## config.mk

```make
export PLATFORM = sky130hd
export DESIGN_NAME = ppqh_fifo
export DESIGN_NICKNAME = d
export VERILOG_FILES = /design/src/design/per_position_quality_histogram_macros.svh /design/src/design/ppqh_fifo.sv
export SDC_FILE = /design/constraint.sdc
export NUM_CORES = 1
export LEC_CHECK = 0
export BUFFER_PORTS_ARGS = -buffer_cell sky130_fd_sc_hd__clkbuf_2
export CAP_MARGIN = 20
export CORE_UTILIZATION = 52
export CTS_CLUSTER_DIAMETER = 50
export CTS_CLUSTER_SIZE = 40
export DETAILED_ROUTE_END_ITERATION = 16
export PLACE_DENSITY_LB_ADDON = 0.05
export SKIP_CTS_REPAIR_TIMING = 1
export SLEW_MARGIN = 0
export SYNTH_ARGS = -nofsm -noshare
export SYNTH_HDL_FRONTEND = slang
export SYNTH_SLANG_ARGS = --single-unit
```

## constraint.sdc

```tcl
create_clock -name clk -period 2.2 [get_ports clk]
set_input_delay 0.11 -clock clk [delete_from_list [all_inputs] [get_ports clk]]
set_output_delay 0.11 -clock clk [all_outputs]
set_load 0.05 [all_outputs]
```

## src/design/per_position_quality_histogram_macros.svh

```systemverilog
// Assertion macros for the per-position quality histogram.
// Used by the top level; expects clk and rst_n in scope.
`ifndef PER_POSITION_QUALITY_HISTOGRAM_MACROS_SVH
`define PER_POSITION_QUALITY_HISTOGRAM_MACROS_SVH

// Same-cycle implication, disabled during reset.
`define PPQH_ASSERT_IMPL(label, cond, expr) \
    label: assert property (@(posedge clk) disable iff (!rst_n) (cond) |-> (expr)) \
        else $error("ppqh same-cycle check failed");

// Next-cycle implication, disabled during reset.
`define PPQH_ASSERT_NEXT(label, cond, expr) \
    label: assert property (@(posedge clk) disable iff (!rst_n) (cond) |=> (expr)) \
        else $error("ppqh next-cycle check failed");

`endif

```

## src/design/ppqh_fifo.sv

```systemverilog
// Small register queue used between front and back and on the result side.
// No dependencies.
`timescale 1ns / 1ps

module ppqh_fifo #(
    parameter int W     = 8,
    parameter int DEPTH = 2
) (
    input  logic         clk,
    input  logic         rst_n,
    input  logic         wr_en,
    input  logic [W-1:0] wr_data,
    input  logic         rd_en,
    output logic [W-1:0] rd_data,
    output logic         full,
    output logic         empty
);

    localparam int PW = (DEPTH > 1) ? $clog2(DEPTH) : 1;
    localparam int CW = $clog2(DEPTH + 1);

    logic [W-1:0]  data_reg [DEPTH];
    logic [PW-1:0] wr_ptr_reg;
    logic [PW-1:0] rd_ptr_reg;
    logic [CW-1:0] cnt_reg;
    logic          do_wr;
    logic          do_rd;

    assign full    = (cnt_reg == CW'(DEPTH));
    assign empty   = (cnt_reg == '0);
    assign do_wr   = wr_en && !full;
    assign do_rd   = rd_en && !empty;
    assign rd_data = data_reg[rd_ptr_reg];

    always_ff @(posedge clk)
    begin
        if (do_wr)
        begin
            data_reg[wr_ptr_reg] <= wr_data;
        end
    end

    always_ff @(posedge clk or negedge rst_n)
    begin
        if (!rst_n)
        begin
            wr_ptr_reg <= '0;
            rd_ptr_reg <= '0;
            cnt_reg    <= '0;
        end
        else
        begin
            if (do_wr)
            begin
                wr_ptr_reg <= (wr_ptr_reg == PW'(DEPTH - 1)) ? '0 : wr_ptr_reg + 1'b1;
            end
            if (do_rd)
            begin
                rd_ptr_reg <= (rd_ptr_reg == PW'(DEPTH - 1)) ? '0 : rd_ptr_reg + 1'b1;
            end
            if (do_wr && !do_rd)
            begin
                cnt_reg <= cnt_reg + 1'b1;
            end
            else if (do_rd && !do_wr)
            begin
                cnt_reg <= cnt_reg - 1'b1;
            end
        end
    end

endmodule

```

* Yosys cells after proc, flatten, opt, wreduce, memory -nomap -nowiden
Memories as Yosys holds them, arrays and structs flattened.
Index checks and enable logic that the tools add are counted.
** Storage, ports and cells
- Bits in registers :: 4
- Latch bits :: 0
- RAM bits :: 16
- Bits in read-only memories :: 0
- Input port bits :: 12
- Output and inout bits :: 10
- Word-level logic and storage cells :: 25
- Memories kept :: 1
** Memory list
- data_reg :: depth 2, bits a word 8, read ports 1, clocked after Yosys merged registers in 0, wr ports 1, RTL line ppqh_fifo.sv:22 : logic [W-1:0] data_reg [DEPTH];
** Cells by class
- Add/sub/neg operators :: 4
- Multipliers :: 0
- Div/mod/pow operators :: 0
- Order comparisons :: 0
- Eq/ne operators :: 1
- Shift operators :: 0
- Muxes and demuxes :: 6
- Bitwise logic cells :: 0
- Reductions and logical operators :: 10
** Operator list (count)
- logical AND 1 bit :: 4
- zero test 1 bit :: 4
- 2-to-1 mux 1 bit :: 4
- 2-to-1 mux 2 bit :: 2
- adder 1 bit (second input constant) :: 2
- adder 2 x 1 -> 2 bit (second input constant) :: 1
- equality test 2 bit (second input constant) :: 1
- zero test 2 bit :: 1
- nonzero test 2 bit :: 1
- subtractor 2 x 1 -> 2 bit (second input constant) :: 1

* Logic depth before layout (Yosys ltp)
- Word-level depth :: 7
- Gate-level depth with buffers :: 7

* Worst setup path before layout
OpenSTA, ideal clock, no wires.
- Kind :: reg-to-reg
- Start point :: register cnt_reg[0]
- End point :: memory data_reg[0][0] (enable)
- Library setup time :: 370 ps
- Arrival :: 1022 ps
- Data required time :: 1830 ps
- Setup slack :: 808 ps
- Cell stages (with the launch flop) :: 4
- Buffers on the path :: 0
- Path through :: dfrtp_1 -> nand2b_1 -> nand2_2 -> nor2_1
** On the way
- Cells in the longest elaborated chain, start to end :: 5
** Ends and longest elaborated chain
- start, declared :: RTL line ppqh_fifo.sv:25 : logic [CW-1:0] cnt_reg;
- start signal, assigned :: RTL line ppqh_fifo.sv:63 : cnt_reg <= cnt_reg + 1'b1;
- start signal, assigned :: RTL line ppqh_fifo.sv:67 : cnt_reg <= cnt_reg - 1'b1;
- equality test 2 bit :: RTL line ppqh_fifo.sv:29 : assign full = (cnt_reg == CW'(DEPTH));
- zero test 1 bit :: RTL line ppqh_fifo.sv:31 : assign do_wr = wr_en && !full;
- logical AND 1 bit :: RTL line ppqh_fifo.sv:31
- 2-to-1 mux 1 bit :: RTL line ppqh_fifo.sv:37 : if (do_wr)
- 2-to-1 mux 1 bit (not written as such) :: RTL line ppqh_fifo.sv:39 : data_reg[wr_ptr_reg] <= wr_data;
- end, declared :: RTL line ppqh_fifo.sv:22
Every way passes these cells.

* Worst setup path in the final report
- Start point :: register rd_ptr_reg
- End point :: output rd_data[7]
** On the way
- Cells in the longest elaborated chain, start to end :: 1
** Ends and longest elaborated chain
- start, declared :: RTL line ppqh_fifo.sv:24 : logic [PW-1:0] rd_ptr_reg;
- start signal, assigned :: RTL line ppqh_fifo.sv:59 : rd_ptr_reg <= (rd_ptr_reg == PW'(DEPTH - 1)) ? '0 : rd_ptr_reg + 1'b1;
- memory (2 x 8 bit)
- end, declared :: RTL line ppqh_fifo.sv:14 : output logic [W-1:0] rd_data,
Every way passes these cells.

==> qor.csv <==
stage;metric;value;unit
placed_design;gp_congestion;0.6614;
setup_path;timing.rr.end;data_reg[0][5];
setup_path;path_cells;mux2_2, clkbuf_2;
min_path;hold_class;in -> reg;
setup_path;cp_max_fo;9;
outcome;failed_checks;hold timing;
min_path;hold-path-endpoint;data_reg[0][7];
synthesis;synth_top_cell_by_area;edfxtp_1;
synthesis;yosysSeqAreaShare;74.24;%
cts;clk_path_buf_depth;2;
synthesis;synth.avg_cell_area;17.77;um2
timing;timing.hold.ws;-0.001966;ns
final_layout;fillers;89;
grt;antenna_found_initial;0;
detailed_routing;wl;1151;um
die;die_h;40.78;um
die;fp-row-count;13;
setup_path;critPathLaunchType;flip-flop;
timing;fmaxAchievable;0.6163;GHz
power;p_leak;0.4247;nW
setup_path;critical_path_class;reg -> out;
timing;final.setup_skew;0.006948;ns
detailed_routing;ant_nets;0;
die;top_level_ports;22;
power;ir_worst_vdd;0.8728;mV
outcome;run_status;complete, but fails checks;
setup_path;critical-path-top-delay-family;flip-flops;
setup_path;slowest_stage;dfrtp_1;
power;finalPower;1.476;mW
setup_path;max_stage_delay;0.60;ns
timing;setup_viol;0;
cts;cts_sinks;20;
timing;maxSlewViolCount;0;
cts;insertion_delay;0.30;ns
setup_path;critical_path_depth;2;
placed_design;port-buffer-count;21;
grt;grt_pass1_vias;396;
placed_design;place_hpwl;783.9;um
detailed_routing;drt_pre_antenna_iters;4;
timing;worst_pin_slew;0.3960;ns
final_layout;area_delta_synth_final;27.20;%
die;die-area;0.001663;mm2
final_layout;num-nets-final;88;
die;initial_core_util;57.92;%
setup_path;rr_worst_depth;4;
job;drv_cap;0;
cts;tritoncts;yes;
setup_path;critical_path_buf_inv_count;1;
cts;cts_root_buf;clkbuf_4;
cts;htreeDepth;1;
setup_path;rrSetupSlack;0.71;ns
timing;finalHoldViolCount;2;
synthesis;syn-num-nets;57;
detailed_routing;drtIter0Drc;3;
grt;grt_pass1_wl;1580;um
cts;clk_pin_slew;0.11;ns
detailed_routing;vias_per_cell;4.876;
min_path;hold_depth;1;
die;core;0.001350;mm2
timing;fin_crit;1.622;ns
setup_path;endpoint_kind;output port;
synthesis;ys_top_cells_by_area;edfxtp_1 61%, dfrtp_1 13%, mux2_1 8.6%;
final_layout;num_antenna_cells;0;
detailed_routing;drc_errors;0;
timing;slew_headroom;73.60;%
cts;cts_buffers;3;
setup_path;cp.arrival;1.51;ns
grt;gr-total-overflow;0;
setup_path;critPathRequiredTime;2.09;ns
synthesis;synth_area;782.0;um2
final_layout;utilization;73.68;%
min_path;worstHoldStart;wr_data[7];
synthesis;synthCells;44;
synthesis;ys_warn_count;0;
synthesis;synth_top_area_share;61.44;%
grt;grt_max_degree;12;
power;cellPowerDensity;1484;mW/mm2
synthesis;ys_types;15;
final_layout;drive_gt1_share;40.54;%
detailed_routing;drt-wirelength-per-cell;12.93;um
synthesis;ys_ff_latch;20;
die;die_w;40.78;um
timing;post-route-period-util;73.75;%
final_layout;largest_reg_flops;16;
grt;track_usage;15.42;%
timing;setup_tns;0;ns
timing;rsz0062_at_grt;false;
detailed_routing;vias;434;
setup_path;r2r_start;cnt_reg[0];
-- worst max path at each step --
stage                     from  slack, ns             end
global route        rd_ptr_reg       0.51      rd_data[7]
finish              rd_ptr_reg       0.58      rd_data[7]
global placement    cnt_reg[0]       0.77      cnt_reg[1]
detailed placement  cnt_reg[0]       0.72  data_reg[0][2]
floorplan           cnt_reg[0]       0.81  data_reg[0][0]
CTS                 rd_ptr_reg       0.57      rd_data[7]
-- cell type report --
type	count	area, um2	area share [%]
flip-flops and latches	20	580.6	58.36
multi-input cells	21	188.9	18.99
repair buffers	27	162.7	16.35
clock buffers	4	36.28	3.648
well taps	15	18.77	1.887
inverters	2	7.507	0.7547
-- metrics by stage --
stage               instance area [um2]  setup WS (ns)  instances
floorplan                         782.0         0.8079         44
global route                      994.7         0.5120         89
CTS                               944.7         0.5715         84
finish                            994.7         0.5775         89
global placement                  908.4         0.7746         80
detailed placement                908.4         0.7235         80
-- layout by cell type, fill, tap and decap left out, types with 2 or more instances in the layout --
master / synthesis / final
mux2_2: 2 / 2
mux2_1: 6 / 6
dfrtp_1: 4 / 4
xor2_1: 2 / 2
nor2_1: 3 / 3
edfxtp_1: 16 / 16
clkbuf_4: 0 / 3
dlygate4sd3_1: 0 / 5
xnor2_1: 2 / 2
inv_1: 2 / 2
clkbuf_2: 0 / 21
-- cell families after synthesis --
group           count (synthesis)  share of synthesized area (%)
xor+xnor                        5                          6.561
flops                          20                          74.24
fa+ha+maj                       1                          1.600
compound gates                  1                         0.6394
mux                             8                          11.52
simple gates                    6                          3.841
buf+inv                         3                          1.600
-- Yosys cell counts --
cell and instances:
and3_1 1, buf_2 1, dfrtp_1 4, edfxtp_1 16, ha_1 1, inv_1 2
mux2_1 6, mux2_2 2, nand2_2 1, nand2b_1 1, nor2_1 3, o21ai_1 1
xnor2_1 2, xnor2_2 1, xor2_1 2
-- per-layer routing --
layer / up-vias / global-route usage (%) / part of all wire, %
met5: - / 0 / 0
met4: 0 / 9.167 / 1.8
met3: 4 / 5.435 / 4.3
met2: 15 / 25.39 / 47
met1: 197 / 16.91 / 47
li1: 218 / - / -
-- report_power, final --
part / leakage, nW / switching, mW / total, mW / internal, mW
Sequential: 0.195 / 0.0838 / 0.612 / 0.529
Combinational: 0.208 / 0.449 / 0.655 / 0.206
Clock: 0.0210 / 0.108 / 0.209 / 0.101
Total: 0.425 / 0.641 / 1.48 / 0.835
Note: power is estimated with default switching activity, not from simulation.
