==> src/design/per_position_quality_histogram_macros.svh <==
// Assertion macros for the per-position quality histogram.
// Used by the top level; expects clk and rst_n in scope.
`ifndef PER_POSITION_QUALITY_HISTOGRAM_MACROS_SVH
`define PER_POSITION_QUALITY_HISTOGRAM_MACROS_SVH

// Same-cycle implication, disabled during reset.
`define PPQH_ASSERT_IMPL(label, cond, expr) \
    label: assert property (@(posedge clk) disable iff (!rst_n) (cond) |-> (expr)) \
        else $error("ppqh same-cycle check failed");

// Next-cycle implication, disabled during reset.
`define PPQH_ASSERT_NEXT(label, cond, expr) \
    label: assert property (@(posedge clk) disable iff (!rst_n) (cond) |=> (expr)) \
        else $error("ppqh next-cycle check failed");

`endif

==> src/design/ppqh_pkg.sv <==
// Shared types and codes for the per-position quality histogram.
// No dependencies.
`timescale 1ns / 1ps

package ppqh_pkg;

    localparam int QUEUE_DEPTH = 2;

    localparam logic [7:0] OFFSET_RESET = 8'd33;

    // Input opcodes
    localparam logic [1:0] OP_BASE  = 2'd0;
    localparam logic [1:0] OP_QUERY = 2'd1;
    localparam logic [1:0] OP_EMPTY = 2'd2;

    // Work kinds passed from front to back
    localparam logic [1:0] CMD_NONE = 2'd0;
    localparam logic [1:0] CMD_INC  = 2'd1;
    localparam logic [1:0] CMD_READ = 2'd2;

    typedef struct packed {
        logic [1:0] kind;
        logic       mate2;
        logic       clamped;
        logic       dropped;
    } cmd_ctrl_t;

    typedef struct packed {
        logic clearing;
    } back_status_t;

endpackage

==> src/design/ppqh_front.sv <==
// Front end: accepts items, forms scores and bin addresses, keeps read totals.
// Depends on ppqh_pkg.
`timescale 1ns / 1ps

module ppqh_front
    import ppqh_pkg::*;
#(
    parameter int MAX_LEN    = 256,
    parameter int NUM_SCORES = 64,
    parameter int PW         = $clog2(MAX_LEN),
    parameter int SW         = $clog2(NUM_SCORES),
    parameter int LW         = $clog2(MAX_LEN + 1),
    parameter int AW         = 1 + PW + SW
) (
    input  logic          clk,
    input  logic          rst_n,
    input  logic          push,
    output logic          full,
    input  logic [1:0]    opcode,
    input  logic          mate,
    input  logic [7:0]    quality_char,
    input  logic          last_in_read,
    input  logic [7:0]    query_position,
    input  logic [5:0]    query_score,
    input  logic          cfg_wr_en,
    input  logic [7:0]    cfg_wr_data,
    input  back_status_t  back_status,
    input  logic          cmd_full,
    output logic          cmd_push,
    output cmd_ctrl_t     cmd_ctrl,
    output logic [AW-1:0] cmd_addr,
    output logic [31:0]   cmd_total,
    output logic [LW-1:0] cmd_maxlen
);

    logic [7:0]    offset_reg;
    logic [LW-1:0] pos_reg;
    logic [LW-1:0] pos_next;
    logic [LW-1:0] maxlen_reg;
    logic [LW-1:0] maxlen_next;
    logic [31:0]   total_reg;
    logic [31:0]   total_next;
    logic          mate2_reg;
    logic          mate2_next;

    logic [8:0]    diff;
    logic          neg;
    logic          high;
    logic [SW-1:0] score;
    logic          drop;
    logic [LW-1:0] pos_inc;
    logic [31:0]   total_inc;
    logic          accept;
    logic          q_ok;
    logic [PW+7:0] qpos_x;
    logic [SW+5:0] qscore_x;

    assign full     = cmd_full || back_status.clearing;
    assign accept   = push && !full;
    assign cmd_push = accept;

    assign diff  = {1'b0, quality_char} - {1'b0, offset_reg};
    assign neg   = diff[8];
    assign high  = !neg && (diff[7:0] >= 8'(NUM_SCORES));
    assign score = neg ? '0 : (high ? SW'(NUM_SCORES - 1) : diff[SW-1:0]);

    // Position saturates at the store depth
    assign drop      = (pos_reg >= LW'(MAX_LEN));
    assign pos_inc   = drop ? pos_reg : pos_reg + 1'b1;
    assign total_inc = (total_reg == '1) ? total_reg : total_reg + 1'b1;

    assign q_ok     = (32'(query_position) < 32'(MAX_LEN)) &&
                      (32'(query_score) < 32'(NUM_SCORES));
    assign qpos_x   = (PW + 8)'(query_position);
    assign qscore_x = (SW + 6)'(query_score);

    always_comb
    begin
        pos_next         = pos_reg;
        maxlen_next      = maxlen_reg;
        total_next       = total_reg;
        mate2_next       = mate2_reg;
        cmd_ctrl.kind    = CMD_NONE;
        cmd_ctrl.clamped = 1'b0;
        cmd_ctrl.dropped = 1'b0;
        cmd_addr         = '0;
        if (accept)
        begin
            unique case (opcode)
                OP_BASE:
                begin
                    mate2_next       = mate2_reg | mate;
                    cmd_ctrl.clamped = neg | high;
                    cmd_ctrl.dropped = drop;
                    if (!drop)
                    begin
                        cmd_ctrl.kind = CMD_INC;
                        cmd_addr      = {mate, pos_reg[PW-1:0], score};
                    end
                    pos_next = pos_inc;
                    if (pos_inc > maxlen_reg)
                    begin
                        maxlen_next = pos_inc;
                    end
                    if (last_in_read)
                    begin
                        total_next = total_inc;
                        pos_next   = '0;
                    end
                end
                OP_QUERY:
                begin
                    if (q_ok)
                    begin
                        cmd_ctrl.kind = CMD_READ;
                        cmd_addr      = {mate, qpos_x[PW-1:0], qscore_x[SW-1:0]};
                    end
                end
                OP_EMPTY:
                begin
                    total_next = total_inc;
                    pos_next   = '0;
                end
                default:
                begin
                end
            endcase
        end
        cmd_ctrl.mate2 = mate2_next;
    end

    // Totals travel with the item as they stand after it
    assign cmd_total  = total_next;
    assign cmd_maxlen = maxlen_next;

    always_ff @(posedge clk or negedge rst_n)
    begin
        if (!rst_n)
        begin
            offset_reg <= OFFSET_RESET;
            pos_reg    <= '0;
            maxlen_reg <= '0;
            total_reg  <= '0;
            mate2_reg  <= 1'b0;
        end
        else
        begin
            if (cfg_wr_en)
            begin
                offset_reg <= cfg_wr_data;
            end
            pos_reg    <= pos_next;
            maxlen_reg <= maxlen_next;
            total_reg  <= total_next;
            mate2_reg  <= mate2_next;
        end
    end

endmodule

==> config.mk <==
export PLATFORM = sky130hd
export DESIGN_NAME = ppqh_front
export DESIGN_NICKNAME = d
export VERILOG_FILES = /design/src/design/per_position_quality_histogram_macros.svh /design/src/design/ppqh_pkg.sv /design/src/design/ppqh_front.sv
export SDC_FILE = /design/constraint.sdc
export NUM_CORES = 1
export LEC_CHECK = 0
export BUFFER_PORTS_ARGS = -buffer_cell sky130_fd_sc_hd__buf_4
export CAP_MARGIN = 10
export CORE_MARGIN = 2
export CORE_UTILIZATION = 55
export DETAILED_ROUTE_END_ITERATION = 10
export PLACE_DENSITY = 0.84
export RECOVER_POWER = 50
export SKIP_CTS_REPAIR_TIMING = 1
export SYNTH_ARGS = -nofsm -noshare
export SYNTH_HDL_FRONTEND = slang
export SYNTH_SLANG_ARGS = --single-unit
==> constraint.sdc <==
create_clock -name clk -period 5.55 [get_ports clk]
set_clock_uncertainty 0.15 [all_clocks]
set_input_delay 1.11 -clock clk [delete_from_list [all_inputs] [get_ports clk]]
set_output_delay 1.11 -clock clk [all_outputs]
set_load 0.005 [all_outputs]
# ---- Word-level counts from Yosys, hierarchy flattened
# Index checks and enable logic that the tools add are counted.
dict set report op_classes {
  order_cmp 3
  eq_ne 3
  addsub 3
  bitwise_logic 2
  reduce_logical 8
  mux 22
}
# operator n
set ops {}
lappend ops {{$mux 32} 3}
lappend ops {{$pmux 32 s2} 1}
lappend ops {{$mux 9} 5}
lappend ops {{$add 32x1->32 const B} 1}
lappend ops {{$eq 32x32->1 const B} 1}
lappend ops {{$mux 15} 2}
lappend ops {{$pmux 15 s2} 1}
lappend ops {{$pmux 9 s2} 1}
lappend ops {{$mux 6} 2}
lappend ops {{$add 9x1->9 const B} 1}
lappend ops {{$ge 9x9->1 const B} 1}
lappend ops {{$gt 9x9->1} 1}
lappend ops {{$sub 8x8->9} 1}
lappend ops {{$ge 8x7->1 const B} 1}
lappend ops {{$mux 2} 3}
lappend ops {{$pmux 2 s2} 1}
lappend ops {{$mux 1} 3}
lappend ops {{$eq 2x1->1 const B} 1}
lappend ops {{$eq 2x2->1 const B} 1}
lappend ops {{$logic_and 1x1->1} 2}
lappend ops {{$logic_not 1->1} 2}
lappend ops {{$logic_not 2->1} 1}
lappend ops {{$or 1x1->1} 2}
lappend ops {{$reduce_and 2->1} 1}
lappend ops {{other kinds (2)} 2}
dict set report totals {
  ff_bits 59
  out_inout_bits 63
}

# ---- Depth between registers and ports, before layout
# Gate-level depths: netlist of the first run.
dict set report depth {
  ltp_word 8
  mapped_depth 12
  mapped_depth_nobuf 10
}

# ---- Least setup slack after synthesis of the first run
# OpenSTA, ideal clock, no wires.
dict set report synth_timing {
  path_type {input to output}
  from {input quality_char[0]}
  to {output cmd_addr[0]}
  setup_slack_ns 1.107
  n_path_buf 2
  cell_stages 12
  arrival_time_ns 3.183
  cell_sequence {inv_1 > ha_1 > inv_1 > fa_1 > a21oi_1 > o22ai_1 > o41a_1 > and2_1 > clkbuf_1 > and4_1 > clkbuf_1 > a221o_1}
}
dict set report synth_via {
  elab_chain_len 8
  elab_cells_between_ends 9
}
# element line_no
set synth_rtl {}
lappend synth_rtl {{from (decl)} ppqh_front.sv:21} ;# input logic [7:0] quality_char,
lappend synth_rtl {{$sub 8x8->9 (*)} ppqh_front.sv:62} ;# assign diff = {1'b0, quality_char} - {1'b0, offset_reg};
lappend synth_rtl {{$ge 8x7->1 / $logic_not 1->1 (equally long branches)} ppqh_front.sv:64} ;# assign high = !neg && (diff[7:0] >= 8'(NUM_SCORES));
lappend synth_rtl {{$logic_and 1x1->1} ppqh_front.sv:64}
lappend synth_rtl {{$mux 6} ppqh_front.sv:65} ;# assign score = neg ? '0 : (high ? SW'(NUM_SCORES - 1) : diff[SW-1:0]);
lappend synth_rtl {{$mux 6 (*)} ppqh_front.sv:65}
lappend synth_rtl {{$mux 15 (*)} ppqh_front.sv:95} ;# if (!drop)
lappend synth_rtl {{$pmux 15 s2 (*)} ppqh_front.sv:89} ;# unique case (opcode)
lappend synth_rtl {{$mux 15 (*)} ppqh_front.sv:87} ;# if (accept)
lappend synth_rtl {{to (decl)} ppqh_front.sv:31} ;# output logic [AW-1:0] cmd_addr,
# Mark *: on every way between the ends. The rest lies on a longest branch, timed or not.

# ---- Worst setup path in the final report of the first run
dict set report layout_timing {
  from {input opcode[0]}
  to {output cmd_total[23]}
}
dict set report layout_via {
  elab_chain_len 3
  elab_cells_between_ends 4
}
# element line_no
set layout_rtl {}
lappend layout_rtl {{from (decl)} ppqh_front.sv:19} ;# input logic [1:0] opcode,
lappend layout_rtl {{$eq 2x2->1 / $logic_not 2->1 (equally long branches)} ppqh_front.sv:89}
lappend layout_rtl {{$pmux 32 s2 (*)} ppqh_front.sv:89}
lappend layout_rtl {{$mux 32 (*)} ppqh_front.sv:87}
lappend layout_rtl {{to (decl)} ppqh_front.sv:32} ;# output logic [31:0] cmd_total,
# Marks and branches as above.

==> results of run 1 <==
==> kinds of logic after synthesis <==
| logic type | count (synthesis) |
|---|---|
| fa+ha+maj | 23 |
| mux | 15 |
| buf+inv | 42 |
| simple gates | 141 |
| xor+xnor | 37 |
| compound gates | 55 |
| flops | 59 |
==> layer usage <==
metal,part of all wire (%),GRT usage (%)
met1,43,31.1
met2,49,41.2
met3,5.4,3.66
met4,2.3,10.3
met5,0,0
==> worst max-delay path, cell delays in order <==
cell and delay [ns]:
clkbuf_1 0.27, or4b_1 0.86, or4_1 0.59, or3b_4 0.43
nor3_2 0.13, xor2_1 0.21, buf_4 0.14
==> worst max-delay path by stage <==
stage,from,end,slack [ns],cells past startpoint
after floorplan,quality_char[0],cmd_addr[0],1.11,12
after global placement,quality_char[0],cmd_addr[1],0.94,12
after detailed placement,quality_char[0],cmd_addr[5],0.83,12
after CTS,quality_char[0],cmd_addr[5],0.81,12
after global routing,opcode[0],cmd_total[23],0.37,7
final,opcode[0],cmd_total[23],0.54,7
==> layout by cell type, fill, tap and decap left out, drive strengths merged, types with 16 or more instances in the layout <==
cell type / n
buf: 99
clkbuf: 17
dfrtp: 57
ha: 22
inv: 30
nand2: 29
nand3: 18
nor2: 36
o21ai: 16
xnor2: 21
xor2: 16
==> through the flow <==
step                      cell area, µm²  power (µW)
final                               4520        1200
after global routing                4520        1260
after CTS                           4540        1210
after detailed placement            4340         815
after global placement              4340         801
after floorplan                     3520         686
==> cell type report <==
class | count | area, µm² | area share, %
timing repair buffer | 103 | 758 | 16.8
clock buffer | 13 | 159 | 3.52
multi-input combinational | 271 | 1880 | 41.6
sequential | 59 | 1480 | 32.7
clock inverter | 2 | 35.0 | 0.775
inverter | 30 | 113 | 2.49
tap | 77 | 96.3 | 2.13
==> power by group <==
part           switching [µW]  internal (µW)  leakage [µW]
sequential               32.4            473      0.000778
clock                     160            229     0.0000995
combinational             150            156       0.00135
==> impl_metrics.toml, run 1 <==
[outcome]
status = "finished, violations left"
violations = "max-capacitance violations, max-slew violations"

[drt]
firstDrtPassIters = 4
wl_per_cell_um = 15.2
vias = 3095
antenna_left = 0
drt_iter0_markers = 172
avgViaCountPerCell = 5.58
drc = 0
totalWireLength_um = 8430

[critical_path]
ff2ff_path_depth = 10
end_kind = "output pin"
r2r_end = "maxlen_reg[0]$_DFF_PN0_"
r2r_start = "pos_reg[1]$_DFFE_PN0P_"
critPathKind = "in2out"
critical_path_required_ns = 4.29
rrSetupSlack_ns = 2.42
arrival_ns = 3.75
cp-start-kind = "input pin"
critPathMaxFanout = 14

[sta]
fin_crit_sh_pct = 90.3
slew_headroom_pct = -106
tightest_slew_ns = 3.09
fin_tns_setup_ns = 0
setup_ws_ns = 0.536
hold_violations = 0
setup_viol = 0
fmax_mhz = 199
hold_ws_ns = 0.333
rsz0062_at_grt = "false"
slew_violations = 60
period_needed_ns = 5.01

[clock_tree]
cts.sinks = 59
cts_buffers = 9
clockRootBuffer = "clkbuf_8"
h-tree-depth = 3
clk_latency_ns = 0.34
clockBufferDepth = 2
clk_pin_slew_ns = 0.06
cts_tree = "built"

[yosys]
postSynthCellCount = 372
syn-cell-area_um2 = 3520
synthAdderAreaFrac_pct = 8.38
ys_ff_latch = 59
yosys-top-cells-count = "57 x dfrtp_1, 36 x nor2_1, 30 x inv_1, 29 x nand2_1, 22 x ha_1"
synth_mux_area_share_pct = 4.76
yosysUniqueCellTypes = 48
synth-edff-count = 0
yosysTopAreaCellShare_pct = 40.5
syn_area_per_cell_um2 = 9.47
synth_top_family_by_area = "simple AND/OR/NAND/NOR gates"
synthArstFlopShare_pct = 100
synth_compound_area_share_pct = 11.0
syn_nets = 435
synth_top_area_cell = "dfrtp_1"
synth_xor_area_share_pct = 9.19
synth-seq-area-share_pct = 42.0
synthTopCellsByArea = "dfrtp_1 40%, ha_1 7.8%, xnor2_1 5.2%, mux2_2 4.5%, xor2_1 4.0%"
yosysWarnings = 0
synth_most_common_cell = "dfrtp_1"
synth_ff_type = "dfrtp_1"
yosys.area_share.simple_pct = 20.1

[layout]
utilization_pct = 72.0
drive_above_1_share_pct = 27.8
final_cells = 555
diodes = 0
largest_register_ff_count = 32
syn2layout_area_growth_pct = 28.2
nFillCells = 483
fin_nets = 537

[floorplan]
fp.dieH_um = 84.1
die_width_um = 84.1
rows = 29
pin_count = 103
core-area_um2 = 6280
initial_core_util_pct = 56.1
die_area_um2 = 7060

[hold_path]
worstHoldStart = "mate2_reg$_DFF_PN0_"
whs_endpoint = "mate2_reg$_DFF_PN0_"
min_path_cells = 1
hp-class = "reg2reg"

[placement]
place_ws_ns = 0.829
hpwl_um = 6300
placed_cells = 540
port-buffer-count = 102
place.gp.congestion = 0.869

[grt]
grt_usage_pct = 24.4
grt_max_degree = 60
grt.overflow.total = 0
grt_pass1_wl_um = 13800
grt_antenna_before_repair = 0
grt_pass1_vias = 3008

[power]
peakVddDrop_mv = 0.197
pwr_density_cell_nw_per_um2 = 266
p_leak_uw = 0.00223

[run]
max_cap_violations = 1
Note: power is estimated with default switching activity, not from simulation.
==> inputs of run 2 (changes only) <==
CORE_UTILIZATION = 56   (was 55)
PLACE_DENSITY = 0.85   (was 0.84)
==> impl_metrics.toml, run 2 (synthesis results as in run 1) <==
[outcome]
status = "finished, violations left"
violations = "max-capacitance violations, max-slew violations"

[power]
p_clk_share_pct = 29.3
power_switching_uw = 346
p_leak_uw = 0.00222
peakVddDrop_mv = 0.281
intPower_uw = 797
design_power_total_uw = 1140
p_seq_share_pct = 44.2
pwr_density_cell_nw_per_um2 = 255
combPwrFrac_pct = 26.5
p_sw_share_pct = 30.3

[critical_path]
critPathMaxFanout = 14
critical_path_required_ns = 4.29
critPathKind = "in2out"
arrival_ns = 3.72
end_kind = "output pin"
cp-start-kind = "input pin"

[sta]
fin_crit_sh_pct = 89.7
slew_headroom_pct = -103
slew_violations = 60
fmax_mhz = 201
rsz0062_at_grt = "false"
setup_viol = 0
tightest_slew_ns = 3.05
period_needed_ns = 4.98
hold_violations = 0
fin_tns_setup_ns = 0

[drt]
wl_per_cell_um = 15.5
totalWireLength_um = 8580
avgViaCountPerCell = 5.65
firstDrtPassIters = 5
antenna_left = 0
vias = 3123
drt_iter0_markers = 209
drc = 0

[hold_path]
hp-class = "reg2reg"

[placement]
hpwl_um = 6400
place.gp.congestion = 0.890
port-buffer-count = 102

[grt]
grt_max_degree = 60
grt.busiest_layer = "met2"
use_met2_pct = 41.9
grt_use_met3_pct = 7.85
grt_pass1_vias = 3167
grt_antenna_before_repair = 0
grt_pass1_wl_um = 14600
grt.overflow.total = 0
grt_usage_pct = 26.1
use_met1_pct = 32.5

[run]
max_cap_violations = 1

[clock_tree]
clk_latency_ns = 0.35
cts.sinks = 59
h-tree-depth = 3
clockBufferDepth = 2
cts_buffers = 9
clk_pin_slew_ns = 0.07
cts_tree = "built"
clockRootBuffer = "clkbuf_8"

[floorplan]
core-area_um2 = 5990
rows = 28
fp.dieH_um = 83.3
initial_core_util_pct = 58.8
pin_count = 103
die_area_um2 = 6940
die_width_um = 83.3

[layout]
largest_register_ff_count = 32
drive_above_1_share_pct = 27.6
final_cell_mix = "99 x buf_4, 57 x dfrtp_1, 36 x nor2_1, 30 x inv_1, 29 x nand2_1"
fin_nets = 537
syn2layout_area_growth_pct = 27.2
diodes = 0
final_common_cell = "buf_4"
## run 2: changes by cell type in the layout (fill, tap and decap cells not counted), sizes merged
cell / change
bufinv: -1
clkinv: +2
clkbuf: -1
## run 2: path summary, 6_finish.rpt
check	cells past startpoint	slack, ns	end	startpoint
min reg2reg	1	0.33	mate2_reg$_DFF_PN0_	mate2_reg$_DFF_PN0_
min	1	0.33	mate2_reg$_DFF_PN0_	mate2_reg$_DFF_PN0_
min in group asynchronous	1	1.62	total_reg[0]$_DFF_PN0_	rst_n
max reg2reg	10	2.48	maxlen_reg[0]$_DFF_PN0_	pos_reg[8]$_DFFE_PN0P_
max in group asynchronous	1	1.91	pos_reg[0]$_DFFE_PN0P_	rst_n
max	7	0.57	cmd_total[23]	opcode[0]
## run 2: per-stage QoR
| step | util, % | setup WS (ns) | hold slack (ns) | instances | area (µm²) |
|---|---|---|---|---|---|
| detailed placement | 72.5 | 0.783 | 0.311 | 538 | 4340 |
| floorplan | - | 1.11 | 0.292 | 372 | 3520 |
| global route | 74.8 | 0.371 | 0.338 | 553 | 4480 |
| finish | 74.8 | 0.572 | 0.326 | 553 | 4480 |
| global placement | 72.5 | 0.880 | 0.312 | 538 | 4340 |
| CTS | 75.1 | 0.775 | 0.327 | 553 | 4500 |
## run 2: final cells by class
class	instances	area [µm²]
sequential	59	1480
tap	75	93.8
inverter	30	113
fill	437	1510
timing repair buffer	103	758
clock buffer	12	145
multi-input combinational	271	1880
clock inverter	3	15.0
## run 2: power groups by stage
| stage | logic (µW) | registers [µW] | clock network [µW] |
|---|---|---|---|
| 2_1_floorplan | 184 | 502 | 0 |
| 3_5_place_dp | 304 | 512 | 0 |
| 5_1_grt | 343 | 511 | 363 |
| 6_report | 303 | 505 | 335 |
| 3_3_place_gp | 289 | 509 | 0 |
| 4_1_cts | 308 | 504 | 344 |
## run 2: worst max-delay path, stage by stage
cell	delay, ns
clkbuf_1	0.26
or4b_1	0.84
or4_1	0.58
or3b_4	0.43
nor3_2	0.14
xor2_1	0.21
buf_4	0.14
## run 2: per-layer routing
metal  vias to the layer above  part of all wire [%]
met4                         0                   3.1
met3                        30                   6.4
met1                      1474                    42
met2                       113                    49
met5                         -                     0
li1                       1506                     -
